$ cat src/sv/ecm_pkg.sv
// shared types and constants of the event class hash map
// command and status bundles between controller and datapath, result select codes
// no dependencies
package ecm_pkg;

   localparam int KEY_W   = 16;
   localparam int CLASS_W = 32;

   // result select codes
   typedef logic [2:0] res_sel_type;
   localparam res_sel_type RES_NONE    = 3'd0; // absent on lookup
   localparam res_sel_type RES_FULL    = 3'd1; // new event dropped, pool exhausted
   localparam res_sel_type RES_NEW     = 3'd2; // new entry linked at chain head
   localparam res_sel_type RES_REPLACE = 3'd3; // class of existing entry overwritten
   localparam res_sel_type RES_READ    = 3'd4; // class read from the pool on lookup

   typedef struct packed {
      logic        capture;   // latch the accepted request
      logic        hash;      // register the quotient estimate key / BUCKETS
      logic        reduce;    // fold the quotient estimate into the bucket index
      logic        head_rd;   // read the bucket head
      logic        head_ld;   // load chain pointer from bucket head
      logic        ent_rd;    // read entry key and link at pointer
      logic        walk_next; // follow link to next entry
      logic        class_rd;  // read entry class at pointer
      logic        upd_class; // overwrite entry class at pointer
      logic        ins;       // link a new entry at the chain head
      logic        res_load;  // capture result
      res_sel_type res_sel;
      logic        out_load;  // move result into the output register
      logic        clr_step;  // clear one bucket head
   } cmd_type;

   typedef struct packed {
      logic clr_last;  // last bucket of the clearing pass
      logic ptr_zero;  // end of chain
      logic key_match; // entry key equals request key
      logic is_insert; // latched request is an insert
      logic pool_full; // every pool entry in use
   } sts_type;

endpackage

$ cat src/sv/ecm_ctrl.sv
// controller of the event class hash map: clearing sweep, chain walk sequencing, handshakes
// depends on ecm_pkg
module ecm_ctrl (
   input  logic              clock,
   input  logic              reset,
   input  logic              req_tvalid,
   output logic              req_tready,
   output logic              rsp_tvalid,
   input  logic              rsp_tready,
   output ecm_pkg::cmd_type  cmd,
   input  ecm_pkg::sts_type  sts
);
   import ecm_pkg::*;

   localparam logic [3:0] S_CLEAR   = 4'd0;
   localparam logic [3:0] S_IDLE    = 4'd1;
   localparam logic [3:0] S_HASH    = 4'd2;
   localparam logic [3:0] S_HEAD_RD = 4'd3;
   localparam logic [3:0] S_HEAD_LD = 4'd4;
   localparam logic [3:0] S_WALK    = 4'd5;
   localparam logic [3:0] S_CMP     = 4'd6;
   localparam logic [3:0] S_CLS_LD  = 4'd7;
   localparam logic [3:0] S_RESP    = 4'd8;
   localparam logic [3:0] S_REDUCE  = 4'd9;

   logic [3:0] state_ff, state_in;
   logic       rsp_valid_ff, rsp_valid_in;
   logic       out_free;

   assign out_free   = !rsp_valid_ff || rsp_tready;
   assign req_tready = (state_ff == S_IDLE);
   assign rsp_tvalid = rsp_valid_ff;

   always_comb begin
      state_in = state_ff;
      cmd      = '0;
      unique case (state_ff)
         S_CLEAR: begin
            cmd.clr_step = 1'b1;
            if (sts.clr_last) begin
               state_in = S_IDLE;
            end
         end
         S_IDLE: begin
            if (req_tvalid) begin
               cmd.capture = 1'b1;
               state_in    = S_HASH;
            end
         end
         S_HASH: begin
            cmd.hash = 1'b1;
            state_in = S_REDUCE;
         end
         S_REDUCE: begin
            cmd.reduce = 1'b1;
            state_in   = S_HEAD_RD;
         end
         S_HEAD_RD: begin
            cmd.head_rd = 1'b1;
            state_in    = S_HEAD_LD;
         end
         S_HEAD_LD: begin
            cmd.head_ld = 1'b1;
            state_in    = S_WALK;
         end
         S_WALK: begin
            if (!sts.ptr_zero) begin
               cmd.ent_rd = 1'b1;
               state_in   = S_CMP;
            end else begin
               cmd.res_load = 1'b1;
               state_in     = S_RESP;
               if (!sts.is_insert) begin
                  cmd.res_sel = RES_NONE;
               end else if (sts.pool_full) begin
                  cmd.res_sel = RES_FULL;
               end else begin
                  cmd.ins     = 1'b1;
                  cmd.res_sel = RES_NEW;
               end
            end
         end
         S_CMP: begin
            if (!sts.key_match) begin
               cmd.walk_next = 1'b1;
               state_in      = S_WALK;
            end else if (sts.is_insert) begin
               cmd.upd_class = 1'b1;
               cmd.res_load  = 1'b1;
               cmd.res_sel   = RES_REPLACE;
               state_in      = S_RESP;
            end else begin
               cmd.class_rd = 1'b1;
               state_in     = S_CLS_LD;
            end
         end
         S_CLS_LD: begin
            cmd.res_load = 1'b1;
            cmd.res_sel  = RES_READ;
            state_in     = S_RESP;
         end
         S_RESP: begin
            if (out_free) begin
               cmd.out_load = 1'b1;
               state_in     = S_IDLE;
            end
         end
         default: begin
            state_in = S_IDLE;
         end
      endcase
   end

   always_comb begin
      rsp_valid_in = rsp_valid_ff;
      if (rsp_valid_ff && rsp_tready) begin
         rsp_valid_in = 1'b0;
      end
      if (cmd.out_load) begin
         rsp_valid_in = 1'b1;
      end
   end

   always_ff @(posedge clock) begin
      if (reset) begin
         state_ff     <= S_CLEAR;
         rsp_valid_ff <= 1'b0;
      end else begin
         state_ff     <= state_in;
         rsp_valid_ff <= rsp_valid_in;
      end
   end

   a_out_load_free: assert property (@(posedge clock) disable iff (reset)
      cmd.out_load |-> (!rsp_valid_ff || rsp_tready))
      else $error("result loaded over an untaken transaction");

   a_accept_to_hash: assert property (@(posedge clock) disable iff (reset)
      (req_tvalid && req_tready) |=> (state_ff == S_HASH))
      else $error("accepted transaction not sequenced");

   a_no_insert_full: assert property (@(posedge clock) disable iff (reset)
      cmd.ins |-> !sts.pool_full)
      else $error("insert with exhausted pool");

   a_no_read_null: assert property (@(posedge clock) disable iff (reset)
      cmd.ent_rd |-> !sts.ptr_zero)
      else $error("entry read at end of chain");

   a_no_ready_in_clear: assert property (@(posedge clock) disable iff (reset)
      (state_ff == S_CLEAR) |-> (!req_tready && !rsp_valid_ff))
      else $error("handshake active during clearing sweep");

endmodule

$ cat config.mk
export PLATFORM = sky130hd
export DESIGN_NAME = ecm_ctrl
export DESIGN_NICKNAME = d
export VERILOG_FILES = /design/src/sv/ecm_pkg.sv /design/src/sv/ecm_ctrl.sv
export SDC_FILE = /design/constraint.sdc
export NUM_CORES = 1
export LEC_CHECK = 0
export BUFFER_PORTS_ARGS = -buffer_cell sky130_fd_sc_hd__buf_2
export CELL_PAD_IN_SITES_DETAIL_PLACEMENT = 1
export CELL_PAD_IN_SITES_GLOBAL_PLACEMENT = 1
export CORE_UTILIZATION = 29
export DETAILED_ROUTE_END_ITERATION = 12
export GPL_TIMING_DRIVEN = 0
export PLACE_DENSITY = 0.85
export SYNTH_ARGS = -nofsm -noshare
export SYNTH_HDL_FRONTEND = slang
export SYNTH_SLANG_ARGS = --single-unit
$ cat constraint.sdc
create_clock -name clock -period 2.55 [get_ports clock]
set_clock_uncertainty 0.05 [all_clocks]
set_input_delay 0.6375 -clock clock [delete_from_list [all_inputs] [get_ports clock]]
set_output_delay 0.6375 -clock clock [all_outputs]
set_load 0.05 [all_outputs]
Word-level counts from Yosys, hierarchy flattened
Cells that the tools add are included.

Muxes and demuxes: 34. Reduce and logical (&&, ||, !) cells: 6. Equal/unequal tests: 12.

Operator list (count): 4-bit one-hot mux with 10 select lines (1); 4-bit 2-to-1 mux (8); 1-bit 2-to-1 mux (19); 4-bit by 3-bit == test with 1-bit output (second input constant) (4); 4-bit one-hot mux with 3 select lines (1); 4-bit by 2-bit == test with 1-bit output (second input constant) (2); 4-bit == test (second input constant) (2); 3-bit 2-to-1 mux (2); 2-bit != test (second input constant) (3); 5-bit 2-to-1 mux (1); 4-bit by 1-bit == test with 1-bit output (second input constant) (1); 4-bit zero test (1); 2-bit 2-to-1 mux (2); 3-bit AND reduction (1); 2-bit nonzero test (1); 1-bit logical AND (1); 1-bit zero test (1); 1-bit logical OR (1).

Output and inout port bits: 18. Logic and storage cells: 54. Register bits: 5. Input port bits: 9.

Depth between registers and ports, before layout
Gate-level depths: netlist of the first run.

Depth after elaboration: 5. Mapped depth: 4.

Worst setup path before layout of the first run
No wires, ideal clock.

Path kind: flip-flop to output port. Start: register state_ff[2]. End: output cmd[15] in the netlist's numbering. Required time: 1.862 ns. Cell stages (with the launch flop): 5. Arrival: 2.309 ns. Setup slack: -0.446 ns. Cell sequence: dfxtp_1 -> buf_2 -> nand2b_1 -> nor3_1 -> and2_1.

RTL lines: start: declaration (line ecm_ctrl.sv:26) `logic [3:0] state_ff, state_in;`; start signal: assignment (line ecm_ctrl.sv:129) `state_ff <= state_in;`; end: declaration (line ecm_ctrl.sv:10) `output ecm_pkg::cmd_type cmd,`.

==> impl.org, run 1 <==
** Status
- The flow ran to the end, and the final reports show no timing, DRC or antenna violations.

** Setup path
- Critical path cell sequence :: nand2_1 -> or4_4 -> o21ai_1 -> buf_2
- Type of element launching the critical path :: flop
- In this design, the stage delay of the slowest critical-path cell is 0.51 ns.
- Data on the critical path arrives at its endpoint at 1.69 ns.
- Grouping stages by cell kind, the critical path spends the most delay in simple AND/OR/NAND/NOR gates.
- Class of the most critical setup path :: flop to primary output
- The number of buffers and inverters on the critical path is 1.
- Among all stages on the critical path, the largest delay is contributed by sky130_fd_sc_hd__or4_4.
- The worst setup path is captured at a primary output.
- Of all nets on the critical path, the largest fanout is 4.
- Data required time of the critical path :: 1.86 ns

** STA
- Final WS setup :: 0.175 ns
- Post-route clock period utilization :: 93.1%
- RSZ-0062 raised after global routing :: false
- Headroom to the max-slew limit :: 79.3%
- Timing would allow up to 421 MHz.
- Post-Route Setup TNS :: 0 ns
- Slew of the pin with the lowest slew margin :: 0.310 ns
- Setup violations remaining at the end of the flow were counted as 0.
- Number of pins with negative max-slew slack in the final report :: 0
- Final number of hold-violating endpoints :: 0
- Subtracting the final worst setup slack from the clock period gives 2.37 ns.

** Floorplan
- Horizontal die dimension :: 41.3 um
- Boundary pin count :: 27
- The floorplan step set the die height to 41.3 um.
- The die covers 1710 um2.
- Floorplan core area :: 1370 um2
- For this configuration, the core starts out at a cell density of 32.8%.
- Placement Rows :: 13

** Detailed routing
- In the routed design, unresolved DRC markers number 0.
- In the final routed layout, each cell accounts on average for 13.7 um.
- First-pass iteration count of the detailed router :: 3
- First DRT Iteration DRCs :: 10
- Vias after detailed routing :: 567
- After detailed routing, the number of vias per cell comes to 5.40.
- Post-route ant nets :: 0
- The routed design has 1440 um of wire.

** Placed design
- Detailed placement ended at an HPWL of 1200 um.
- OpenSTA, run right after detailed placement, puts the worst setup slack at 0.197 ns.
- After detailed placement, the total cell area comes to 621 um2.
- Port-buffer cells :: 26
- At the end of routability-driven placement, the weighted congestion stood at 0.755.

** Finish
- In the final layout, the share of cells above drive strength 1 is 46.7%.
- Synthesis-to-layout area growth :: 44.7%
- Number of nets at the end of the flow :: 100
- 0 antenna diodes ended up in the layout.
- With fillers left out, the area of the finished cells amounts to 648 um2.
- Layout fillers :: 187

** GRT
- The first global-routing pass estimated 2250 um of wire.
- The initial antenna violation count came to 0.
- Largest net degree at the start of global routing :: 11
- Global-route total usage across every layer :: 20.5%
- Vias in the first global route :: 480
- Congestion Overflow GR :: 0

** Power and ir drop
- VDD sags by at most 0.256 mV.
- Power per standard cell area :: 376 nW/um2
- In this run the static leakage power is 0.350 nW.

** Yosys
- Avg Synthesized Cell Area :: 7.47 um2
- Cells taking the most area after synthesis :: sky130_fd_sc_hd__dfxtp_1 22%, sky130_fd_sc_hd__nor2_1 6.7%, sky130_fd_sc_hd__nand4bb_1 5.0%, sky130_fd_sc_hd__buf_2 4.5%, sky130_fd_sc_hd__nand2b_1 4.2%
- Synthesized flop and latch total :: 5
- Sequential share of the synthesized area :: 22.3%
- Most common flop cell mapped by yosys :: sky130_fd_sc_hd__dfxtp_1
- Synthesized Nets :: 69
- The number of different library cells used by synthesis comes to 29.
- Yosys warnings :: 0
- Synthesized instance count :: 60
- After synthesis, the share of flip-flops with an asynchronous set or reset is 0%.
- Cell accounting for the most synthesized area :: sky130_fd_sc_hd__dfxtp_1
- After synthesis the cells add up to 448 um2.
- Number of enable-type register cells in the synthesized netlist :: 0
- Share of Yosys cell area claimed by the top area cell type :: 22.3%

** CTS
- CTS clock-pin slew for the worst setup and hold paths :: 0.05 ns
- Total setup buffers inserted after CTS :: 0
- Number of hold-repair buffers added at the cts stage :: 0
- Worst skew pair latency :: 0.25 ns
- The tree built by TritonCTS fans out to 5 sinks.
- Number of clock buffers inserted by TritonCTS :: 3
- CTS tree :: built
- Count of instances resized after the clock tree is built :: 0
- The tree is rooted in a sky130_fd_sc_hd__clkbuf_4.
- Number of H-tree levels :: 1
- The clock passes through at most 2 buffers.

** Run
- Max-cap violations in this run came to 0.

** Min path
- Type of the most critical hold path :: input pin to flop
[per-stage QoR]
stage / total power (W) / std cells / util, % / hold slack (ns)
3_3_place_gp: 0.000150 / 101 / 45.4 / 0.588
5_1_grt: 0.000258 / 105 / 47.4 / 0.557
3_5_place_dp: 0.000151 / 101 / 45.4 / 0.598
4_1_cts: 0.000249 / 105 / 47.4 / 0.547
2_1_floorplan: 0.000130 / 60 / - / 0.596
6_report: 0.000244 / 105 / 47.4 / 0.556
[final timing paths]
kind,start,to,slack (ns),cells after the start
max,state_ff[2]$_SDFFE_PP0P_,cmd[3],0.18,4
min,reset,rsp_tvalid$_SDFFE_PP0P_,0.56,2
max reg2reg,state_ff[1]$_SDFFE_PP0P_,state_ff[0]$_SDFFE_PP0P_,1.13,3
min reg2reg,rsp_tvalid$_SDFFE_PP0P_,rsp_tvalid$_SDFFE_PP0P_,0.60,3
[Yosys cell counts (3+ instances only)]
cell and n:
sky130_fd_sc_hd__nor3_1 3, sky130_fd_sc_hd__nand2b_1 3, sky130_fd_sc_hd__nor2_1 8, sky130_fd_sc_hd__dfxtp_1 5
sky130_fd_sc_hd__buf_2 4, sky130_fd_sc_hd__nand2_1 4, sky130_fd_sc_hd__nor4_1 3
[report_power, final]
group / leakage [nW] / switching (W) / total [W] / internal (W)
clock: 0.0177 / 0.0000373 / 0.0000943 / 0.0000570
sequential: 0.0406 / 0.00000283 / 0.0000836 / 0.0000808
combinational: 0.291 / 0.0000445 / 0.0000658 / 0.0000213
[registers in the layout (all words and copies together), names as in the netlist]
signal,count
rsp_tvalid,1
state_ff,4
[kinds of logic (layout without fill, tap and decap cells)]
family	Yosys count	count (layout)	share of synthesized area [%]
buffers and inverters	7	37	7.82
muxes	1	1	2.23
AOI/OAI and AO/OA	12	12	17.9
and+or+nand+nor	35	35	49.7
DFF	5	5	22.3
[area by class of cell]
class	count	area, um2	share of cell area (%)
buffer	5	27.5	4.25
clock buffer	3	22.5	3.47
clock inverter	1	5.00	0.772
inverter	2	7.51	1.16
multi-input combinational	48	337	51.9
sequential	5	100	15.4
tap	15	18.8	2.90
timing repair buffer	26	130	20.1
[routing by layer]
layer,vias up,track usage [%],share of wire (%)
met2,15,33.2,51
li1,282,-,-
met1,270,25.4,44
met3,0,7.98,4.8
met5,-,0,0
met4,0,4.84,0
[cells in the final DEF, fill, tap and decap left out, types with 2 or more instances in the layout]
master                      Yosys  final
sky130_fd_sc_hd__inv_1          2      2
sky130_fd_sc_hd__nor3_1         3      2
sky130_fd_sc_hd__nor4_2         0      2
sky130_fd_sc_hd__nand2b_1       3      3
sky130_fd_sc_hd__nor2_1         8      8
sky130_fd_sc_hd__dfxtp_1        5      5
sky130_fd_sc_hd__nor2b_1        2      2
sky130_fd_sc_hd__a31oi_1        2      2
sky130_fd_sc_hd__nand4bb_1      2      2
sky130_fd_sc_hd__clkbuf_4       0      3
sky130_fd_sc_hd__nand2_1        4      4
sky130_fd_sc_hd__o21ai_0        2      2
sky130_fd_sc_hd__nor3b_1        2      2
sky130_fd_sc_hd__nor4b_2        1      2
sky130_fd_sc_hd__buf_2          4     30
sky130_fd_sc_hd__o21ai_1        2      2
sky130_fd_sc_hd__a21oi_1        2      2
Power figures use the tool's default switching activity.
==> run 2: changes to the inputs <==
Settings changed: ABC_AREA from default to 1, BUFFER_PORTS_ARGS -buffer_cell sky130_fd_sc_hd__buf_2 to -buffer_cell sky130_fd_sc_hd__clkbuf_2, CORE_UTILIZATION 29 to 25, PLACE_DENSITY 0.85 to 0.8.
Clock period 2.55 ns to 2.3 ns, I/O delays scaled along.
==> run 2 against run 1 <==
Effect of this change:
- count of clock-buffer cells in the layout up 1
- cell count up 20%
- critical path depth up 1
- worst hold slack worse by 0.035 ns
- critical path type unchanged
- critical endpoint unchanged
==> impl.org, run 2 <==
** Yosys
- Of the synthesized area, sequential elements account for 22.5%.
- Most common flop cell mapped by yosys :: sky130_fd_sc_hd__dfxtp_1
- Fraction of registers with async set/reset :: 0%
- Share of Yosys cell area claimed by the top area cell type :: 22.5%
- Most instantiated library cell after synthesis :: sky130_fd_sc_hd__nor2_1
- Synthesized instance count :: 80
- The number of different library cells used by synthesis comes to 16.
- Most common library cells after synthesis :: 18 x sky130_fd_sc_hd__nor2_1, 15 x sky130_fd_sc_hd__inv_1, 10 x sky130_fd_sc_hd__nand2_1, 10 x sky130_fd_sc_hd__nand3_1, 5 x sky130_fd_sc_hd__dfxtp_1
- The synthesized netlist occupies a cell area of 444 um2.
- Cell accounting for the most synthesized area :: sky130_fd_sc_hd__dfxtp_1
- Number of enable-type register cells in the synthesized netlist :: 0
- When the netlist entered floorplanning its net count stood at 89.
- Yosys warnings :: 0
- Avg Synthesized Cell Area :: 5.55 um2
- Cells taking the most area after synthesis :: sky130_fd_sc_hd__dfxtp_1 23%, sky130_fd_sc_hd__nor2_1 15%, sky130_fd_sc_hd__inv_1 13%, sky130_fd_sc_hd__nand3_1 11%, sky130_fd_sc_hd__nand2_1 8.5%
- In this run, synthesis produced a sequential element count of 5.

** Setup path
- In this run the worst path has a maximum fanout of 6.
- Number of buffers and inverters on the critical path :: 2
- The slowest stage of the critical path is the sky130_fd_sc_hd__dfxtp_1 cell.
- Delay contributed by the slowest stage of the critical path :: 0.40 ns
- In this run the worst setup path begins at state_ff[2]$_SDFFE_PP0P_.
- Startpoint of the worst-slack reg-to-reg timing path :: state_ff[0]$_SDFFE_PP0P_
- STA classifies the critical path endpoint as a primary output.
- Data on the critical path is required at its endpoint by 1.67 ns.
- STA classifies the critical path startpoint as a flop.
- Among cell families on the critical path, the largest total delay comes from flip-flops.
- Class of the most critical setup path :: flop to primary output
- For the worst setup path, the data arrival time is 1.60 ns.
- Traced cell by cell, the critical path runs through inv_2 -> nor2_2 -> nand4_1 -> o21ai_0 -> buf_4.

** STA
- Hold timing on the final database bottoms out at a slack of 0.521 ns.
- Setup violations remaining at the end of the flow were counted as 0.
- After layout, the worst path uses 96.8% of the clock period.
- Final critical path time including I/O delays and setup :: 2.23 ns
- Slew of the pin with the lowest slew margin :: 0.293 ns
- Measured against its own limit, the worst slew margin works out to 80.4%.
- The final hold violation count came to 0.
- Number of pins with negative max-slew slack in the final report :: 0
- Highest Clock Rate :: 449 MHz

** CTS
- Clock net sink count :: 5
- The clock passes through at most 2 buffers.
- Worst skew pair latency :: 0.24 ns
- In this run the clock root is driven by a sky130_fd_sc_hd__clkbuf_4.
- CTS tree :: built
- In this run, CTS created clock tree buffers numbering 3.
- Number of H-tree levels :: 1
- After clock tree synthesis, the clock-pin slew on the worst setup and hold paths is 0.04 ns.

** GRT
- First-pass GRT wire length :: 2230 um
- Vias in the first global route :: 559
- Congestion Overflow GR :: 0
- The initial antenna violation count came to 0.
- Largest net degree at the start of global routing :: 9
- Global-route total usage across every layer :: 15.4%

** Power and ir drop
- Power spread over the standard cell area amounts to 555 nW/um2.
- For this design the static power due to leakage is 0.416 nW.
- Across the VDD grid, the largest voltage drop is 0.345 mV.
- Summing internal, switching and leakage power gives 0.000355 W.

** Finish
- Leaving out fill and tap cells, the most frequent cell in the layout is sky130_fd_sc_hd__clkbuf_2.
- Max reg flops :: 4
- At the end of the flow, the number of nets in the layout was 120.
- In the layout the commonest cells are 24 x sky130_fd_sc_hd__clkbuf_2, 18 x sky130_fd_sc_hd__nor2_1, 15 x sky130_fd_sc_hd__inv_1.
- Excluding fillers, the count of instances in the completed layout stands at 126.
- The repair_antennas step left the layout with diodes totalling 0.
- Largest Register :: state_ff
- Synthesis-to-layout area growth :: 43.9%
- Layout cells sized above 1 :: 39.1%

** Floorplan
- Boundary pin count :: 27
- Initial core utilization :: 28.2%
- Floorplan core area :: 1580 um2
- The die is 44.2 um tall.
- Die ar. :: 1950 um2
- After floorplanning, the core was divided into 14 placement rows.
- Horizontal die dimension :: 44.2 um

** Detailed routing
- Via count normalized by instance count :: 4.83
- In the final routed layout, each cell accounts on average for 11.6 um.
- Vias after detailed routing :: 609
- For this run, design rule violations remaining after detail routing come to 0.
- For this block, the routed nets add up to 1460 um of wire.
- Once detail routing completed, the nets flagged for antenna violations numbered 0.
- The first detailed-routing pass took 6 iterations.
- After the first detailed-routing iteration, the DRC count stood at 15.

** Run
- Count of max-cap constraint violations :: 0

** Placed design
- # placed instances :: 122
- The congestion estimate from routability-driven global placement came to 0.776.
- The count of buffers added on input and output ports is 26.
- Post-DP HPWL :: 1200 um

** Min path
- Type of the most critical hold path :: input pin to flop
- The worst hold path begins at reset.

** Status
- The run finished with clean final reports.
## run 2: changes by cell type after synthesis, sizes merged, moves of 3 or more
cell    delta
nor3b      -3
nand3     +10
nor2      +13
inv       +17
buf        -3
nand4      +3
nand2      +7
nand2b     -3
## run 2: cell type report
cell class | count | area (um2)
Fill cell | 247 | 937
Timing Repair Buffer | 26 | 135
Clock buffer | 4 | 26.3
Sequential cell | 5 | 101
Inverter | 19 | 71.3
Multi-Input combinational cell | 54 | 270
Tap cell | 16 | 20.0
Buffer | 2 | 15.0
## run 2: worst reg2reg max path, stage by stage (launching register included)
cell                      delay, ns
sky130_fd_sc_hd__dfxtp_1       0.30
sky130_fd_sc_hd__buf_4         0.17
sky130_fd_sc_hd__inv_2         0.06
sky130_fd_sc_hd__nor2_2        0.17
sky130_fd_sc_hd__nand2_1       0.11
sky130_fd_sc_hd__inv_2         0.08
sky130_fd_sc_hd__nand2_2       0.05
sky130_fd_sc_hd__inv_1         0.05
sky130_fd_sc_hd__nor2_1        0.04
sky130_fd_sc_hd__nand2_1       0.05
sky130_fd_sc_hd__nor2_1        0.03
## run 2: cell families (layout without fill, tap and decap cells)
kind of cell	after synthesis	after routing	synth area share, %
AO/OA/AOI/OAI	3	3	3.38
buffers and inverters	21	51	19.4
AND/OR/NAND/NOR	51	51	54.6
flip-flops	5	5	22.5
## run 2: final timing paths
path                                    to  slack (ns)  cells past startpoint
hold / removal    state_ff[1]$_SDFFE_PP0P_        0.52                      2
hold reg to reg    rsp_tvalid$_SDFFE_PP0P_        0.59                      4
setup reg to reg  state_ff[1]$_SDFFE_PP0P_        1.02                     10
setup / recovery                    cmd[3]        0.07                      5
## run 2: stage by stage
step                      utilization [%]  instance area [um2]  TNS, ns  setup WS (ns)
after global routing                 40.6                  639  -0.0556        -0.0420
after floorplan                         -                  457   -0.361         -0.180
after CTS                            40.2                  633        0         0.0498
after global placement               38.5                  607        0          0.288
final                                40.6                  639        0         0.0739
after detailed placement             38.5                  607        0          0.242
## run 2: timing repair
item	4_1_cts	5_1_grt
resized for setup	0	7
buffers inserted	0	0
hold buffers	0	0
setup endpoints to repair	0	3
## run 2: routing by layer
layer	vias up	routed length, um	track usage, %
li1	308	-	-
met1	283	645	17.3
met2	16	754	27.9
met3	2	47	3.67
met4	0	15	5.45
met5	-	0	0
## run 2: power breakdown
group | total, W | switching [W] | internal (W) | leakage [nW]
Clock | 0.000101 | 0.0000350 | 0.0000655 | 0.0150
Sequential | 0.000101 | 0.00000770 | 0.0000937 | 0.0412
Combinational | 0.000153 | 0.000110 | 0.0000424 | 0.360
